`src/design/movt_pkg.sv`:
```
// shared types and constants for the object version table
`timescale 1ns / 1ps
`default_nettype none

package movt_pkg;

  localparam int ID_W  = 12;
  localparam int VER_W = 4;

  // ids at or above this bound cannot be addressed by the 12-bit field
  localparam int ID_SPACE = 1 << ID_W;

  localparam logic OP_READ = 1'b0;
  localparam logic OP_INCR = 1'b1;

  typedef struct packed {
    logic             opcode;
    logic [ID_W-1:0]  object_id;
    logic [VER_W-1:0] ref_version;
  } req_item_t;

  typedef struct packed {
    logic             op_echo;
    logic [ID_W-1:0]  object_echo;
    logic [VER_W-1:0] version_out;
  } rsp_item_t;

  // classified request as handed from front to back
  typedef struct packed {
    logic             incr;
    logic [ID_W-1:0]  object_id;
    logic             id_ok;
    logic [VER_W-1:0] ref_mod;
  } cmd_t;

  typedef struct packed {
    logic clearing;
  } back_status_t;

  typedef enum logic [1:0] {
    BK_CLEAR,
    BK_IDLE,
    BK_EXEC
  } back_state_t;

endpackage

`default_nettype wire

```
`src/design/movt_queue.sv`:
```
// two-entry command queue between front and back
`timescale 1ns / 1ps
`default_nettype none

module movt_queue (
  input  logic           clk,
  input  logic           rst,
  input  logic           wr_en,
  input  movt_pkg::cmd_t wr_data,
  output logic           full,
  input  logic           rd_en,
  output movt_pkg::cmd_t rd_data,
  output logic           empty
);
  import movt_pkg::*;

  cmd_t       entries [2];
  logic       wr_ptr;
  logic       rd_ptr;
  logic [1:0] count;
  logic       do_wr;
  logic       do_rd;

  assign full    = (count == 2'd2);
  assign empty   = (count == 2'd0);
  assign rd_data = entries[rd_ptr];
  assign do_wr   = wr_en && !full;
  assign do_rd   = rd_en && !empty;

  always_ff @(posedge clk) begin
    if (rst) begin
      wr_ptr <= 1'b0;
      rd_ptr <= 1'b0;
      count  <= 2'd0;
    end else begin
      if (do_wr) begin
        wr_ptr <= !wr_ptr;
      end
      if (do_rd) begin
        rd_ptr <= !rd_ptr;
      end
      if (do_wr && !do_rd) begin
        count <= count + 2'd1;
      end else if (do_rd && !do_wr) begin
        count <= count - 2'd1;
      end
    end
  end

  always_ff @(posedge clk) begin
    if (do_wr) begin
      entries[wr_ptr] <= wr_data;
    end
  end

endmodule

`default_nettype wire

```
`config.mk`:
```
export PLATFORM = sky130hd
export DESIGN_NAME = movt_queue
export DESIGN_NICKNAME = d
export VERILOG_FILES = /design/src/design/movt_pkg.sv /design/src/design/movt_queue.sv
export SDC_FILE = /design/constraint.sdc
export NUM_CORES = 1
export LEC_CHECK = 0
export BUFFER_PORTS_ARGS = -buffer_cell sky130_fd_sc_hd__buf_2
export CAP_MARGIN = 30
export CORE_UTILIZATION = 40
export DETAILED_ROUTE_END_ITERATION = 6
export GPL_ROUTABILITY_DRIVEN = 0
export GPL_TIMING_DRIVEN = 0
export RECOVER_POWER = 50
export SYNTH_ARGS = -nofsm -noshare
export SYNTH_HDL_FRONTEND = slang
export SYNTH_SLANG_ARGS = --single-unit
export TNS_END_PERCENT = 100
```
`constraint.sdc`:
```
create_clock -name clk -period 2.85 [get_ports clk]
set_input_delay 0.285 -clock clk [delete_from_list [all_inputs] [get_ports clk]]
set_output_delay 0.285 -clock clk [all_outputs]
set_load 0.01 [all_outputs]
```
# Word level (Yosys, flattened, before mapping)
# Memory sizes are Yosys's and may differ from the RTL's. A register that Yosys moved wholly into a read port is not among the register bits.
# Cells that the tools add are included.
# totals
in_bits	22
wordCells	25
mem_bits_rw	36
mem_count	1
out_inout_bits	20
register_bits	4
# classes
n_reduce_logical	12
mux	6
n_eq_ne	1
add_sub_neg	2
# mem_list
name	words	word_bits	rd	rd_clocked_by_memory_dff	wr	line	source
entries	2	18	1	1	1	movt_queue.sv:17	cmd_t entries [2];
# ops
operator	count
$logic_not A1 Y1	6
$logic_and A1 B1 Y1	4
$mux W1	4
$mux W2	2
$add A2 B1 Y2 const B	1
$eq A2 B2 Y1 const B	1
$logic_not A2 Y1	1
$reduce_bool A2 Y1	1
$sub A2 B1 Y2 const B	1

# Depth between registers and ports, before layout
# depth
depth_word	7
depth_mapped	6
depth_no_buf	6

# Worst setup path after synthesis
# No wires, ideal clock.
# synth_path
path_type	reg2reg
start	reg count[1]
end	mem entries[0][0] (netlist name), enable pin
period_less_slack_ps	1567
t_required_ps	2477
setup_ps	373
path_stages_with_launch	4
n_path_buf	0
path_slack_ps	1283
arrival_ps	1194
cell_sequence	dfxtp_1 nor2b_2 or3_1 inv_1
# synth_between
elab_chain_len	5
# synth_lines
element	line	source
start: declaration	movt_queue.sv:20	logic [1:0] count;
start signal: assignment	movt_queue.sv:43	count <= count + 2'd1;
start signal: assignment	movt_queue.sv:45	count <= count - 2'd1;
$eq A2 B2 Y1	movt_queue.sv:24	assign full = (count == 2'd2);
net full	movt_queue.sv:10	output logic full,
$logic_not A1 Y1	movt_queue.sv:27	assign do_wr = wr_en && !full;
$logic_and A1 B1 Y1	movt_queue.sv:27	
$mux W1	movt_queue.sv:51	if (do_wr) begin
$mux W1 (not written as such)	movt_queue.sv:52	entries[wr_ptr] <= wr_data;
end: declaration	movt_queue.sv:17	
# The timed path passes the listed nets, and every way through them passes these cells.

==> impl_metrics.py <==
metrics = {
    "yosys": {
        "ys.flop_type": "edfxtp_1",
        "syn_avg_cell_area_um2": 18.7,
        "synth_area_leader_cell": "edfxtp_1",
        "yosys.area_share.simple_pct": 3.06,
        "ys_seq_area_share_pct": 78.0,
        "synth_top_family_by_area": "multiplexers",
        "synth_top_cell_area_share_pct": 71.4,
        "ys_ff_latch": 41,
        "synth.area.top_cells": "edfxtp_1 (71%), mux2_2 (13%), dfxtp_1 (6.6%)",
        "synth_warnings": 0,
        "synth_nets": 104,
        "muxShareOfSynthArea_pct": 13.4,
        "synth_area_um2": 1510,
        "synth_xor_area_share_pct": 1.74,
        "synthAdderAreaFrac_pct": 0.826,
        "synthDistinctLibCells": 14,
        "async_flop_share_pct": 0,
        "yosys-top-cells-count": "edfxtp_1 (36), mux2_2 (18), dfxtp_1 (5), nor2_1 (5)",
        "syn_inst": 81,
        "synth_compound_area_share_pct": 1.65,
        "synth_edf_count": 36,
        "post-synth-top-count-cell": "edfxtp_1",
    },
    "clocking": {
        "postCtsResizedCells": 0,
        "h-tree-depth": 2,
        "cts_tree": "done",
        "cts_made_buffers": 5,
        "hold_buffers": 0,
        "clkTransAtPathRegs_ps": 70,
        "cts_num_sinks": 41,
        "clock_latency_ps": 290,
        "post_cts_buffers": 0,
        "cts_root_buffer": "clkbuf_8",
        "clock_path_buffers": 2,
    },
    "place": {
        "port_buffers": 41,
        "dpl-instance-area_um2": 1780,
        "hpwl_um": 1580,
        "dp.cells": 168,
    },
    "sta": {
        "post-route-period-util_pct": 72.5,
        "rsz0062_at_grt": "false",
        "finalSetupViolations": 0,
        "slew_violations": 0,
        "hold_ws_ps": 184,
        "slew_headroom_pct": 43.9,
        "fin_tns_setup_ps": 0,
        "skew_ps": 5.05,
        "clock.fmax_mhz": 484,
        "worst_pin_slew_ps": 841,
        "period_minus_slack_ps": 2070,
        "hold_viol_final": 0,
    },
    "final_layout": {
        "fin_area_um2": 1840,
        "nNetsFinal": 152,
        "drive_gt1_share_pct": 39.2,
        "num_antenna_cells": 0,
        "area_growth_pct": 21.2,
        "final_cells": 176,
        "fillers": 320,
    },
    "power": {
        "comb_power_share_pct": 27.2,
        "netSwitchingPower_uw": 445,
        "internal_power_mw": 1.12,
        "finalPower_mw": 1.57,
        "cellLeakagePower_nw": 0.672,
        "ir_drop_mv": 0.521,
        "clkPwrFrac_pct": 22.1,
        "power_switching_share_pct": 28.4,
        "p_per_area_nw_per_um2": 854,
        "p_seq_share_pct": 50.6,
    },
    "grt": {
        "grt_pass1_wl_um": 3710,
        "grt_max_degree": 19,
        "grt_remaining_overflow": 0,
        "grt_pass1_vias": 825,
        "track_usage_pct": 12.7,
        "antenna_found_initial": 0,
    },
    "drt": {
        "ant_nets": 0,
        "drtIter0Drc": 16,
        "vias": 809,
        "wl_per_cell_um": 13.3,
        "viasPerCell": 4.60,
        "drt_first_pass_iters": 4,
        "routed_wl_um": 2340,
        "drcViolationCount": 0,
    },
    "setup_path": {
        "critical_path_class": "flip-flop to output port",
        "crit_slowest_cell": "clkbuf_1",
        "required_ps": 2570,
        "crit_chain": "clkbuf_1 > buf_4 > mux2_2 > buf_2",
        "r2r-start": "count[0]$_SDFFE_PP0P_",
        "crit_fanout": 10,
        "critical-path-max-stage-delay_ps": 410,
        "crit_path_end_kind": "output port",
        "startpoint_type": "flip-flop",
        "arrival_ps": 1780,
    },
    "worst_hold_path": {
        "hold_class": "input port to flip-flop",
        "min_from": "wr_data[0]",
    },
    "floorplan": {
        "io_pins": 42,
        "start_util_pct": 43.7,
        "die_y_um": 63.5,
        "die_area_um2": 4030,
        "die_w_um": 63.5,
        "coreArea_um2": 3470,
        "num_rows": 21,
    },
    "job": {
        "max-cap-violations": 0,
    },
    "outcome": {
        "outcome": "completed",
    },
}
[flip-flops by register name, indices dropped and copies added, names as in the netlist, named ones only]
name / flops
count: 2
wr_ptr: 1
entries: 36
rd_ptr: 1
[path summary, 6_finish.rpt]
kind,cells past startpoint,slack [ps],end
setup reg to reg,3,1050,entries[0][12]$_DFFE_PP_
setup / recovery,4,780,rd_data[4]
hold / removal,1,180,entries[1][0]$_DFFE_PP_
hold reg to reg,2,490,wr_ptr$_SDFFE_PP0P_
[area by class of cell]
type | count | area (um^2) | share of cell area [%]
sequential | 41 | 1180 | 64.3
multi-input combinational | 36 | 310 | 16.9
timing repair buffer | 41 | 186 | 10.2
clock buffer | 5 | 68.8 | 3.75
tap | 46 | 57.6 | 3.14
clock inverter | 3 | 12.5 | 0.682
buffer | 2 | 11.3 | 0.613
inverter | 2 | 7.51 | 0.409
[layout by cell type (no fill, tap or decap)]
cell type  netlist  final
a21oi_1          2      2
and2_1           1      1
buf_2            1     26
buf_4            1      1
clkbuf_1         0     16
clkbuf_8         0      5
clkinv_1         0      2
clkinv_2         0      1
dfxtp_1          5      5
edfxtp_1        36     36
ha_1             1      1
inv_1            2      2
mux2_2          18     18
nor2_1           5      5
nor2b_1          0      1
o21ai_0          3      3
or3_1            2      2
xor2_1           3      3
[kinds of logic after synthesis]
kind of cell | Yosys count
and+or+nand+nor | 9
muxes | 18
adders and majority gates | 1
AOI/OAI and AO/OA | 5
buffers and inverters | 4
xor gates and xnor gates | 3
DFF | 41
[worst max-delay path: cells and delay by family (launching register included)]
family | cells | cell delay, ps
buffers and inverters | 3 | 840
muxes | 1 | 350
DFF | 1 | 310
[routing by layer]
metal | routed length [um] | part of all wire (%) | vias up | track usage [%]
li1 | - | - | 398 | -
met1 | 993 | 42 | 380 | 14.2
met2 | 1190 | 51 | 25 | 21.0
met3 | 124 | 5.3 | 6 | 5.62
met4 | 36 | 1.5 | 0 | 5.11
met5 | 0 | 0 | - | 0
[stage by stage]
stage / setup WS (ps) / util, %
floorplan: 1280 / -
global placement: 1080 / 51.2
detailed placement: 1030 / 51.2
CTS: 993 / 53.6
global route: 666 / 52.9
finish: 782 / 52.9
[power by group through the flow]
stage / logic, mW / registers (mW) / clock network [mW]
after global placement: 0.441 / 0.801 / 0
after floorplan: 0.301 / 0.797 / 0
final: 0.427 / 0.793 / 0.347
after global routing: 0.473 / 0.805 / 0.378
after CTS: 0.452 / 0.795 / 0.355
after detailed placement: 0.450 / 0.808 / 0
(Power assumes the default switching activity.)
